[src/design/bqc_pkg.sv]
// ----------------------------------------------------------------------------
// Biquad cascade package
// Shared constants and command codes for the cascaded biquad filter unit.
// ----------------------------------------------------------------------------
package bqc_pkg;

    localparam int CMD_W        = 2;
    localparam int COEF_W       = 32;
    localparam int FRAC_BITS    = 8;
    localparam int PROD_SHIFT   = 16;
    localparam int SUM_SHIFT    = 14;
    localparam int TAPS         = 5;
    localparam int NUM_STAGES_W = 3;
    localparam logic [NUM_STAGES_W-1:0] NUM_STAGES_RESET = 3'd4;

    typedef enum logic [CMD_W-1:0] {
        CMD_FILTER = 2'd0,
        CMD_COEF   = 2'd1,
        CMD_CLEAR  = 2'd2,
        CMD_NONE   = 2'd3
    } cmd_t;

endpackage

[src/design/bqc_serial_mult.sv]
// ----------------------------------------------------------------------------
// Bit-serial signed multiplier
// Multiplies a signed operand by a signed coefficient, one coefficient bit
// per cycle, with a shift-and-add datapath one operand wide.
// ----------------------------------------------------------------------------
module bqc_serial_mult
    import bqc_pkg::*;
#(
    parameter int W = 32
)
(
    input  logic                  clk,
    input  logic                  rst_n,
    input  logic                  start,
    input  logic signed [W-1:0]   operand,
    input  logic signed [COEF_W-1:0] coef,
    output logic                  done,
    output logic signed [W+COEF_W-1:0] product
);

    localparam int CNT_W = $clog2(COEF_W);

    logic              run_reg, run_next;
    logic              done_reg, done_next;
    logic [CNT_W-1:0]  cnt_reg, cnt_next;
    logic [COEF_W-1:0] b_reg, b_next;
    logic signed [W-1:0] a_reg, a_next;
    logic signed [W:0] hi_reg, hi_next;
    logic [COEF_W-1:0] lo_reg, lo_next;
    logic signed [W+1:0] addend;
    logic signed [W+1:0] total;
    logic              last;

    always_comb
    begin
        last = (cnt_reg == CNT_W'(COEF_W - 1));
        if (!b_reg[0])
        begin
            addend = '0;
        end
        else if (last)
        begin
            addend = -(W+2)'(a_reg);
        end
        else
        begin
            addend = (W+2)'(a_reg);
        end
        total = {hi_reg[W], hi_reg} + addend;
    end

    always_comb
    begin
        run_next  = run_reg;
        done_next = 1'b0;
        cnt_next  = cnt_reg;
        b_next    = b_reg;
        a_next    = a_reg;
        hi_next   = hi_reg;
        lo_next   = lo_reg;
        if (start)
        begin
            run_next = 1'b1;
            cnt_next = '0;
            b_next   = coef;
            a_next   = operand;
            hi_next  = '0;
            lo_next  = '0;
        end
        else if (run_reg)
        begin
            hi_next = total[W+1:1];
            lo_next = {total[0], lo_reg[COEF_W-1:1]};
            b_next  = {1'b0, b_reg[COEF_W-1:1]};
            cnt_next = cnt_reg + 1'b1;
            if (last)
            begin
                run_next  = 1'b0;
                done_next = 1'b1;
            end
        end
    end

    always_ff @(posedge clk or negedge rst_n)
    begin
        if (!rst_n)
        begin
            run_reg  <= 1'b0;
            done_reg <= 1'b0;
            cnt_reg  <= '0;
        end
        else
        begin
            run_reg  <= run_next;
            done_reg <= done_next;
            cnt_reg  <= cnt_next;
        end
    end

    always_ff @(posedge clk)
    begin
        b_reg  <= b_next;
        a_reg  <= a_next;
        hi_reg <= hi_next;
        lo_reg <= lo_next;
    end

    assign done    = done_reg;
    assign product = {hi_reg[W-1:0], lo_reg};

endmodule

[src/design/cascaded_biquad_df1_filter_unit.sv]
// ----------------------------------------------------------------------------
// Cascaded direct-form-1 biquad filter unit
// Filters samples through up to MAX_STAGES biquad stages with one shared
// bit-serial multiplier; also takes coefficient writes and history clears.
// ----------------------------------------------------------------------------
// A filter word runs, per stage, a load step, five multiply-accumulate taps on the
// shared bit-serial multiplier and a finish step, then an output step that waits
// for room in the output register. Coefficient and clear words are handled in idle.
// A new word is accepted only in the idle state, so one word is processed at a time.
// Reset clears coefficients and history at once through per-entry valid bits
// and sets the stage count to four.
module cascaded_biquad_df1_filter_unit
    import bqc_pkg::*;
#(
    parameter int MAX_STAGES     = 4,
    parameter int SAMPLE_WIDTH   = 16,
    parameter int INTERNAL_WIDTH = 32
)
(
    input  logic                           clk,
    input  logic                           rst_n,
    input  logic                           in_valid,
    output logic                           in_ready,
    input  logic [CMD_W-1:0]               command,
    input  logic signed [SAMPLE_WIDTH-1:0] sample_in,
    input  logic [$clog2(MAX_STAGES*TAPS)-1:0] coef_index,
    input  logic signed [COEF_W-1:0]       coef_value,
    output logic                           out_valid,
    input  logic                           out_ready,
    output logic signed [SAMPLE_WIDTH-1:0] sample_out,
    output logic                           clipped,
    input  logic                           cfg_valid,
    output logic                           cfg_ready,
    input  logic [NUM_STAGES_W-1:0]        cfg_data
);

    localparam int W      = INTERNAL_WIDTH;
    localparam int S      = SAMPLE_WIDTH;
    localparam int NCOEF  = MAX_STAGES * TAPS;
    localparam int CA_W   = $clog2(NCOEF);
    localparam int STG_W  = (MAX_STAGES > 1) ? $clog2(MAX_STAGES) : 1;
    localparam int PW     = W + COEF_W;
    localparam int TW     = PW - PROD_SHIFT;
    localparam int AW     = TW + 3;
    localparam int YW     = AW - SUM_SHIFT;
    localparam int XW     = (S + FRAC_BITS > W) ? S + FRAC_BITS : W;
    localparam int QW     = W + 1 - FRAC_BITS;
    localparam int OW     = (QW > S) ? QW : S;

    typedef enum logic [5:0] {
        ST_IDLE = 6'b000001,
        ST_LOAD = 6'b000010,
        ST_TAP  = 6'b000100,
        ST_MUL  = 6'b001000,
        ST_FIN  = 6'b010000,
        ST_OUT  = 6'b100000
    } state_t;

    state_t state_reg, state_next;

    logic [NUM_STAGES_W-1:0] num_stages_reg, num_stages_next;
    logic [STG_W-1:0]        stage_reg, stage_next;
    logic [STG_W-1:0]        last_stage;
    logic [CA_W-1:0]         caddr_reg, caddr_next;
    logic [2:0]              tap_reg, tap_next;
    logic                    clip_reg, clip_next;
    logic signed [W-1:0]     x_reg, x_next;
    logic signed [AW-1:0]    acc_reg, acc_next;
    logic                    out_valid_reg, out_valid_next;
    logic signed [S-1:0]     out_sample_reg, out_sample_next;
    logic                    out_clip_reg, out_clip_next;

    logic [COEF_W-1:0]       coef_mem [NCOEF];
    logic [NCOEF-1:0]        coef_valid_reg;
    logic signed [COEF_W-1:0] coef_rd_reg;
    logic                    coef_rv_reg;

    logic [4*W-1:0]          hist_mem [MAX_STAGES];
    logic [MAX_STAGES-1:0]   hist_valid_reg;
    logic [4*W-1:0]          hist_rd_reg;
    logic                    hist_rv_reg;

    logic                    in_fire;
    logic                    coef_we;
    logic                    hist_we;
    logic                    clear_hist;

    logic                    mul_start;
    logic                    mul_done;
    logic signed [W-1:0]     mul_operand;
    logic signed [COEF_W-1:0] mul_coef;
    logic signed [PW-1:0]    mul_product;
    logic signed [TW-1:0]    term;

    logic signed [XW:0]      in_scaled;
    logic signed [W-1:0]     in_sat;
    logic                    in_ovf;
    logic signed [YW-1:0]    y_wide;
    logic signed [W-1:0]     y_sat;
    logic                    y_ovf;
    logic signed [W:0]       q_round;
    logic signed [OW:0]      q_ext;
    logic signed [S-1:0]     q_sat;
    logic                    q_ovf;

    assign in_ready  = (state_reg == ST_IDLE);
    assign in_fire   = in_valid && in_ready;
    assign cfg_ready = 1'b1;
    assign out_valid = out_valid_reg;
    assign sample_out = out_sample_reg;
    assign clipped   = out_clip_reg;

    always_comb
    begin
        if (num_stages_reg == '0)
        begin
            last_stage = '0;
        end
        else if (32'(num_stages_reg) > MAX_STAGES)
        begin
            last_stage = STG_W'(MAX_STAGES - 1);
        end
        else
        begin
            last_stage = STG_W'(num_stages_reg - 1'b1);
        end
    end

    always_comb
    begin
        in_scaled = (XW+1)'(sample_in) <<< FRAC_BITS;
        in_ovf    = !((&in_scaled[XW:W-1]) || !(|in_scaled[XW:W-1]));
        if (in_ovf)
        begin
            in_sat = in_scaled[XW] ? {1'b1, {(W-1){1'b0}}} : {1'b0, {(W-1){1'b1}}};
        end
        else
        begin
            in_sat = in_scaled[W-1:0];
        end

        y_wide = acc_reg[AW-1:SUM_SHIFT];
        y_ovf  = !((&y_wide[YW-1:W-1]) || !(|y_wide[YW-1:W-1]));
        if (y_ovf)
        begin
            y_sat = y_wide[YW-1] ? {1'b1, {(W-1){1'b0}}} : {1'b0, {(W-1){1'b1}}};
        end
        else
        begin
            y_sat = y_wide[W-1:0];
        end

        q_round = (W+1)'(x_reg) + (x_reg[W-1] ? (W+1)'((1 << FRAC_BITS) - 1) : '0);
        q_ext   = (OW+1)'($signed(q_round[W:FRAC_BITS]));
        q_ovf   = !((&q_ext[OW:S-1]) || !(|q_ext[OW:S-1]));
        if (q_ovf)
        begin
            q_sat = q_ext[OW] ? {1'b1, {(S-1){1'b0}}} : {1'b0, {(S-1){1'b1}}};
        end
        else
        begin
            q_sat = q_ext[S-1:0];
        end
    end

    always_comb
    begin
        mul_coef = coef_rv_reg ? coef_rd_reg : '0;
        unique case (tap_reg)
            3'd0:    mul_operand = x_reg;
            3'd1:    mul_operand = hist_rv_reg ? hist_rd_reg[W-1:0] : '0;
            3'd2:    mul_operand = hist_rv_reg ? hist_rd_reg[2*W-1:W] : '0;
            3'd3:    mul_operand = hist_rv_reg ? hist_rd_reg[3*W-1:2*W] : '0;
            3'd4:    mul_operand = hist_rv_reg ? hist_rd_reg[4*W-1:3*W] : '0;
            default: mul_operand = '0;
        endcase
        term = mul_product[PW-1:PROD_SHIFT];
    end

    bqc_serial_mult #(
        .W(W)
    ) u_mult (
        .clk     (clk),
        .rst_n   (rst_n),
        .start   (mul_start),
        .operand (mul_operand),
        .coef    (mul_coef),
        .done    (mul_done),
        .product (mul_product)
    );

    always_comb
    begin
        state_next      = state_reg;
        num_stages_next = num_stages_reg;
        stage_next      = stage_reg;
        caddr_next      = caddr_reg;
        tap_next        = tap_reg;
        clip_next       = clip_reg;
        x_next          = x_reg;
        acc_next        = acc_reg;
        out_valid_next  = out_valid_reg;
        out_sample_next = out_sample_reg;
        out_clip_next   = out_clip_reg;
        mul_start       = 1'b0;
        coef_we         = 1'b0;
        hist_we         = 1'b0;
        clear_hist      = 1'b0;

        if (cfg_valid && cfg_ready)
        begin
            num_stages_next = cfg_data;
        end
        if (out_valid_reg && out_ready)
        begin
            out_valid_next = 1'b0;
        end

        unique case (state_reg)
            ST_IDLE:
            begin
                if (in_fire)
                begin
                    unique case (cmd_t'(command))
                        CMD_FILTER:
                        begin
                            x_next     = in_sat;
                            clip_next  = in_ovf;
                            stage_next = '0;
                            caddr_next = '0;
                            state_next = ST_LOAD;
                        end
                        CMD_COEF:
                        begin
                            coef_we = (32'(coef_index) < NCOEF);
                        end
                        CMD_CLEAR:
                        begin
                            clear_hist = 1'b1;
                        end
                        CMD_NONE:
                        begin
                        end
                    endcase
                end
            end
            ST_LOAD:
            begin
                tap_next   = '0;
                acc_next   = '0;
                state_next = ST_TAP;
            end
            ST_TAP:
            begin
                mul_start  = 1'b1;
                caddr_next = caddr_reg + 1'b1;
                state_next = ST_MUL;
            end
            ST_MUL:
            begin
                if (mul_done)
                begin
                    if (tap_reg >= 3'd3)
                    begin
                        acc_next = acc_reg - AW'(term);
                    end
                    else
                    begin
                        acc_next = acc_reg + AW'(term);
                    end
                    if (tap_reg == 3'(TAPS - 1))
                    begin
                        state_next = ST_FIN;
                    end
                    else
                    begin
                        tap_next   = tap_reg + 1'b1;
                        state_next = ST_TAP;
                    end
                end
            end
            ST_FIN:
            begin
                hist_we   = 1'b1;
                x_next    = y_sat;
                clip_next = clip_reg | y_ovf;
                if (stage_reg == last_stage)
                begin
                    state_next = ST_OUT;
                end
                else
                begin
                    stage_next = stage_reg + 1'b1;
                    state_next = ST_LOAD;
                end
            end
            ST_OUT:
            begin
                if (!out_valid_reg || out_ready)
                begin
                    out_valid_next  = 1'b1;
                    out_sample_next = q_sat;
                    out_clip_next   = clip_reg | q_ovf;
                    state_next      = ST_IDLE;
                end
            end
            default:
            begin
                state_next = ST_IDLE;
            end
        endcase
    end

    always_ff @(posedge clk or negedge rst_n)
    begin
        if (!rst_n)
        begin
            state_reg      <= ST_IDLE;
            num_stages_reg <= NUM_STAGES_RESET;
            stage_reg      <= '0;
            caddr_reg      <= '0;
            tap_reg        <= '0;
            clip_reg       <= 1'b0;
            out_valid_reg  <= 1'b0;
            coef_valid_reg <= '0;
            hist_valid_reg <= '0;
        end
        else
        begin
            state_reg      <= state_next;
            num_stages_reg <= num_stages_next;
            stage_reg      <= stage_next;
            caddr_reg      <= caddr_next;
            tap_reg        <= tap_next;
            clip_reg       <= clip_next;
            out_valid_reg  <= out_valid_next;
            if (coef_we)
            begin
                coef_valid_reg[coef_index] <= 1'b1;
            end
            if (clear_hist)
            begin
                hist_valid_reg <= '0;
            end
            else if (hist_we)
            begin
                hist_valid_reg[stage_reg] <= 1'b1;
            end
        end
    end

    always_ff @(posedge clk)
    begin
        x_reg          <= x_next;
        acc_reg        <= acc_next;
        out_sample_reg <= out_sample_next;
        out_clip_reg   <= out_clip_next;
    end

    always_ff @(posedge clk)
    begin
        if (coef_we)
        begin
            coef_mem[coef_index] <= coef_value;
        end
        coef_rd_reg <= coef_mem[caddr_reg];
        coef_rv_reg <= coef_valid_reg[caddr_reg];
    end

    always_ff @(posedge clk)
    begin
        if (hist_we)
        begin
            hist_mem[stage_reg] <= {hist_rv_reg ? hist_rd_reg[3*W-1:2*W] : {W{1'b0}},
                                    y_sat,
                                    hist_rv_reg ? hist_rd_reg[W-1:0] : {W{1'b0}},
                                    x_reg};
        end
        if (state_reg == ST_LOAD)
        begin
            hist_rd_reg <= hist_mem[stage_reg];
            hist_rv_reg <= hist_valid_reg[stage_reg];
        end
    end

endmodule
[config.mk]
export PLATFORM = sky130hd
export DESIGN_NAME = cascaded_biquad_df1_filter_unit
export DESIGN_NICKNAME = d
export VERILOG_FILES = /design/src/design/bqc_pkg.sv /design/src/design/bqc_serial_mult.sv /design/src/design/cascaded_biquad_df1_filter_unit.sv
export SDC_FILE = /design/constraint.sdc
export NUM_CORES = 2
export LEC_CHECK = 0
export ABC_AREA = 1
export BUFFER_PORTS_ARGS = -buffer_cell sky130_fd_sc_hd__buf_2
export CAP_MARGIN = 20
export CORE_MARGIN = 2
export CORE_UTILIZATION = 45
export DETAILED_ROUTE_END_ITERATION = 6
export MAX_ROUTING_LAYER = met4
export PLACE_DENSITY_LB_ADDON = 0.15
export SLEW_MARGIN = 20
export SYNTH_ARGS = -nofsm -noshare
export SYNTH_HDL_FRONTEND = slang
export SYNTH_SLANG_ARGS = --single-unit
[constraint.sdc]
create_clock -name clk -period 20.4 [get_ports clk]
set_clock_uncertainty 0.15 [all_clocks]
set_input_delay 2.04 -clock clk [delete_from_list [all_inputs] [get_ports clk]]
set_output_delay 2.04 -clock clk [all_outputs]
set_load 0.05 [all_outputs]
==> summary.md <==
| Metric | Value |
|---|---|
| Run status | `finished, final reports clean` |
| Gate count after technology mapping | `6224` |
| IO buf count | `a little over 80` |
| Clock Path Buffers | `3` |
| Portion of the post-synthesis area used by sequential elements | `about two thirds` |
| Reg2Reg Setup Slack | `roughly 15 ns` |
| Flip-flop and latch count after synthesis | `1579` |
| Maximum number of pins on one net before global-route repair | `just under 200` |
| Accumulated negative setup slack | `0 ns` |
| Worst max-slew margin expressed relative to the limit | `roughly 27%` |
| List of most frequent post-synthesis cells | `sky130_fd_sc_hd__edfxtp_1 (1445), sky130_fd_sc_hd__nand2_1 (924), sky130_fd_sc_hd__nor2_1 (872)` |
| Die span in y | `about 400 um` |
| Total number of clock tree sinks | `between 1500 and 2000` |
| DP HPWL | `about 120000 um` |
| Yosys synthesis warning count | `0` |
| Count of cells along the worst register-to-register path | `19` |
| Top cell type by total area after synthesis | `sky130_fd_sc_hd__edfxtp_1` |
| Num CTS Buffers | `~170` |
| TritonCTS clock tree | `built` |
| Power density of the placed cells | `around 140 nW/um^2` |
| Final setup fails | `0` |
| Data arrival, critical path | `around 5.8 ns` |
| Critical path's most frequent cell | `sky130_fd_sc_hd__a21oi_1` |
| Number of logic stages on the critical path including buffering | `19` |
| Clock share of power | `30.0%` |
| Max-cap check violation count | `0` |
| Post-CTS Setup Repair Bufs | `0` |
| Post_cts resized | `0` |
| Global-route wire length before repair | `~300000 um` |
| Crit path buf inv count | `6` |
| Startpoint-to-endpoint class of the critical path | `flop to flop` |
| Nets@finish | `6417` |
| List of cells traversed by the critical path | `clkinv_1, ha_2, inv_1, nand3_1, buf_4, inv_1, buf_4, nand2_1, o21ai_0, xor2_1, inv_1, ha_1, a21oi_1, o21ai_0, a21oi_1, o21ai_0, a21oi_1, or2_2, a21oi_1` |
| Initial antenna violation count | `8` |
| Switch Pwr | `approximately 3.9 mW` |
| Number of global-route vias before repair | `46300` |
| Hold path depth | `2` |
| Switching share of power | `a little under two fifths` |
| Average wire length per cell after detail routing | `24.4 um` |
| Remaining antenna violation count | `0` |
| Top Family by Delay on Critical Path | `buffers and inverters` |
| Initial drt markers | `between 4000 and 5000` |
| Row Count | `around 140` |
| Die area | `between 150000 and 200000 um^2` |
| Internal power contribution | `about 6.6 mW` |
| Highest fanout seen on the critical path | `29` |
| Area grow syn2layout | `12.2%` |
| Launch point of the worst hold path | `coef_valid_reg[6]` |
| Horizontal extent of the die | `slightly below 400 um` |
| Multi-input combinational cell area | `20000 um^2` |
| Routed vias | `~48000` |
| Proportion of netlist area held by the largest area contributor | `62.8%` |
| Grt met1 use | `a little over a third` |
| Shortest clock period the worst path allows after layout | `5.46 ns` |
| Top cells by area, synth | `sky130_fd_sc_hd__edfxtp_1 (63%), sky130_fd_sc_hd__o21ai_0 (5.4%), sky130_fd_sc_hd__nand2_1 (5.0%)` |
| Register area | `46400 um^2` |
| Clock transition at path regs | `around 0.07 ns` |
| Pins over their slew limit | `0` |
| Final estimated routing congestion in global placement | `a little under 1` |
| Proportion of synthesized flip-flops having asynchronous set or reset | `between 3 and 4%` |
| Placeable Area | `roughly 150000 um^2` |
| Highest Clock Rate | `roughly 180 MHz` |
| Cell variety after synth | `between 50 and 60` |
| Count of flip-flops with a built-in enable after synthesis | `1445` |
| Clock network latency to the later pin of the worst-skew pair | `roughly 0.83 ns` |
| Transition time at the pin with the least slew margin | `between 1 and 1.5 ns` |
| Routed WL | `between 200000 and 250000 um` |
| Global routing usage on met2 | `between 40% and 50%` |
| Buffer cell driving the clock tree root | `sky130_fd_sc_hd__clkbuf_16` |
| Total global routing overflow | `0` |
| Hold-fix buffer count after cts | `0` |
| GRT Total Usage | `about a quarter` |
| Data required time at the worst endpoint | `20.78 ns` |
| Reg-to-reg startpoint | `tap_reg[2]` |
| Worst supply voltage drop on vdd | `0.100 mV` |
| Ports placed on the boundary | `between 80 and 90` |
| Proportion of layout cells with a drive suffix above 1 | `just under 8%` |
| Cell with the most instances after synthesis | `sky130_fd_sc_hd__edfxtp_1` |
| RSZ-0062 raised after global routing | `false` |
| Slowest stage cell on the critical path | `sky130_fd_sc_hd__clkinv_1` |
| Hold Violations, Final | `0` |
| Per-cell via count in the routed design | `roughly 5.7` |
| Final period util | `a little over a quarter` |
| Destination of the worst register-to-register timing path | `acc_reg[26]` |
| CP peak stage delay | `~0.65 ns` |
| Share of total power in sequential cells | `between 40 and 50%` |
| Layout fillers | `13500` |
| Logic pwr share | `29.8%` |
| Avg Synthesized Cell Area | `roughly 11 um^2` |
| Endpoint class of the critical path | `flop` |
| Power, Total | `10.5 mW` |
| H-tree lvl count | `4` |
| Leakage dissipation | `around 28 nW` |
| Drc violations | `0` |
| Max FFs per register | `640` |
| Mapped Nets | `about 6400` |
| GR Layer Usage met3 | `between 3 and 4%` |
| DR pass1 iterations | `6` |
| Endpoint of the worst hold-timing path | `coef_valid_reg[6]` |
| Dominant synthesized flop cell | `sky130_fd_sc_hd__edfxtp_1` |
| Most heavily used metal layer in global routing | `met2` |
| Worst hold path type | `flop to flop` |
| Cell area after synthesis | `approximately 70000 um^2` |
| Launching element type of the critical path | `flop` |
| Starting density of the core | `45.4%` |
## worst max-delay path by stage
stage	from	endpoint	slack (ns)
floorplan	state_reg[4]	acc_reg[0]	4.73
global placement	tap_reg[2]	acc_reg[50]	15.09
detailed placement	tap_reg[2]	acc_reg[26]	15.07
CTS	tap_reg[2]	acc_reg[40]	15.04
global route	tap_reg[2]	acc_reg[49]	14.55
finish	tap_reg[2]	acc_reg[26]	14.94
## cell type report
class | instances | share of cell area [%]
flip-flops and latches | 1579 | 59.8
repair buffers | 161 | 1.35
diodes | 4 | 0.0129
clock buffers | 222 | 5.84
inverters | 467 | 2.29
clock inverters | 87 | 1.58
multi-input cells | 3871 | 25.8
well taps | 2030 | 3.28
## cell families after synthesis
| group | synth area share, % |
|---|---|
| other | 0.00543 |
| flip-flops | 67.1 |
| adder cells (fa/ha/maj) | 1.96 |
| XOR/XNOR | 1.04 |
| AND/OR/NAND/NOR | 12.7 |
| buffers and inverters | 4.25 |
| AO/OA/AOI/OAI | 12.9 |
## power by group through the flow
stage / sequential (mW) / combinational [mW] / clock (mW)
2_1_floorplan: 4.12 / 2.11 / 0
3_3_place_gp: 4.29 / 3.09 / 0
3_5_place_dp: 4.29 / 3.09 / 0
4_1_cts: 4.22 / 3.11 / 3.20
5_1_grt: 4.24 / 3.48 / 3.32
6_report: 4.23 / 3.14 / 3.15
## cells in the final DEF (no fill, tap or decap), types with 24 or more instances in the layout
cell	n
sky130_fd_sc_hd__o22ai_1	214
sky130_fd_sc_hd__clkbuf_1	41
sky130_fd_sc_hd__edfxtp_1	1445
sky130_fd_sc_hd__buf_2	81
sky130_fd_sc_hd__nor2_4	29
sky130_fd_sc_hd__a32oi_1	58
sky130_fd_sc_hd__a21oi_1	244
sky130_fd_sc_hd__a221oi_1	26
sky130_fd_sc_hd__o221ai_1	54
sky130_fd_sc_hd__dfrtp_1	44
sky130_fd_sc_hd__inv_1	454
sky130_fd_sc_hd__nand2_1	922
sky130_fd_sc_hd__nor2_1	845
sky130_fd_sc_hd__nand4_1	39
sky130_fd_sc_hd__nor3_1	52
sky130_fd_sc_hd__clkinv_1	29
sky130_fd_sc_hd__clkbuf_16	167
sky130_fd_sc_hd__o21ai_0	748
sky130_fd_sc_hd__o2111ai_1	34
sky130_fd_sc_hd__nand3_1	194
sky130_fd_sc_hd__o21bai_1	24
sky130_fd_sc_hd__xor2_1	70
sky130_fd_sc_hd__buf_4	77
sky130_fd_sc_hd__a31oi_1	31
sky130_fd_sc_hd__dfxtp_1	82
sky130_fd_sc_hd__a2bb2oi_1	26
sky130_fd_sc_hd__ha_1	104
## tightest hold or removal path, stage by stage, from the launching register on
cell	delay, ns
sky130_fd_sc_hd__dfrtp_1	0.32
sky130_fd_sc_hd__inv_1	0.04
sky130_fd_sc_hd__o21ai_0	0.06
## per-layer routing
metal,wire [um],up-vias
li1,-,22400
met5,0,-
met1,87900,24000
met4,6410,0
met2,99700,1645
met3,11800,350
## metrics by stage
step	setup slack, ns	utilization, %	instances	hold slack (ns)	cell area (um^2)
6_report	14.94	50.9	8421	0.310	77500
3_3_place_gp	15.09	47.1	8108	0.295	71700
2_1_floorplan	4.73	-	6224	0.276	69100
4_1_cts	15.04	50.9	8417	0.309	77500
5_1_grt	14.55	50.9	8421	0.325	77500
3_5_place_dp	15.07	47.1	8108	0.293	71700
(Power assumes the default switching activity.)
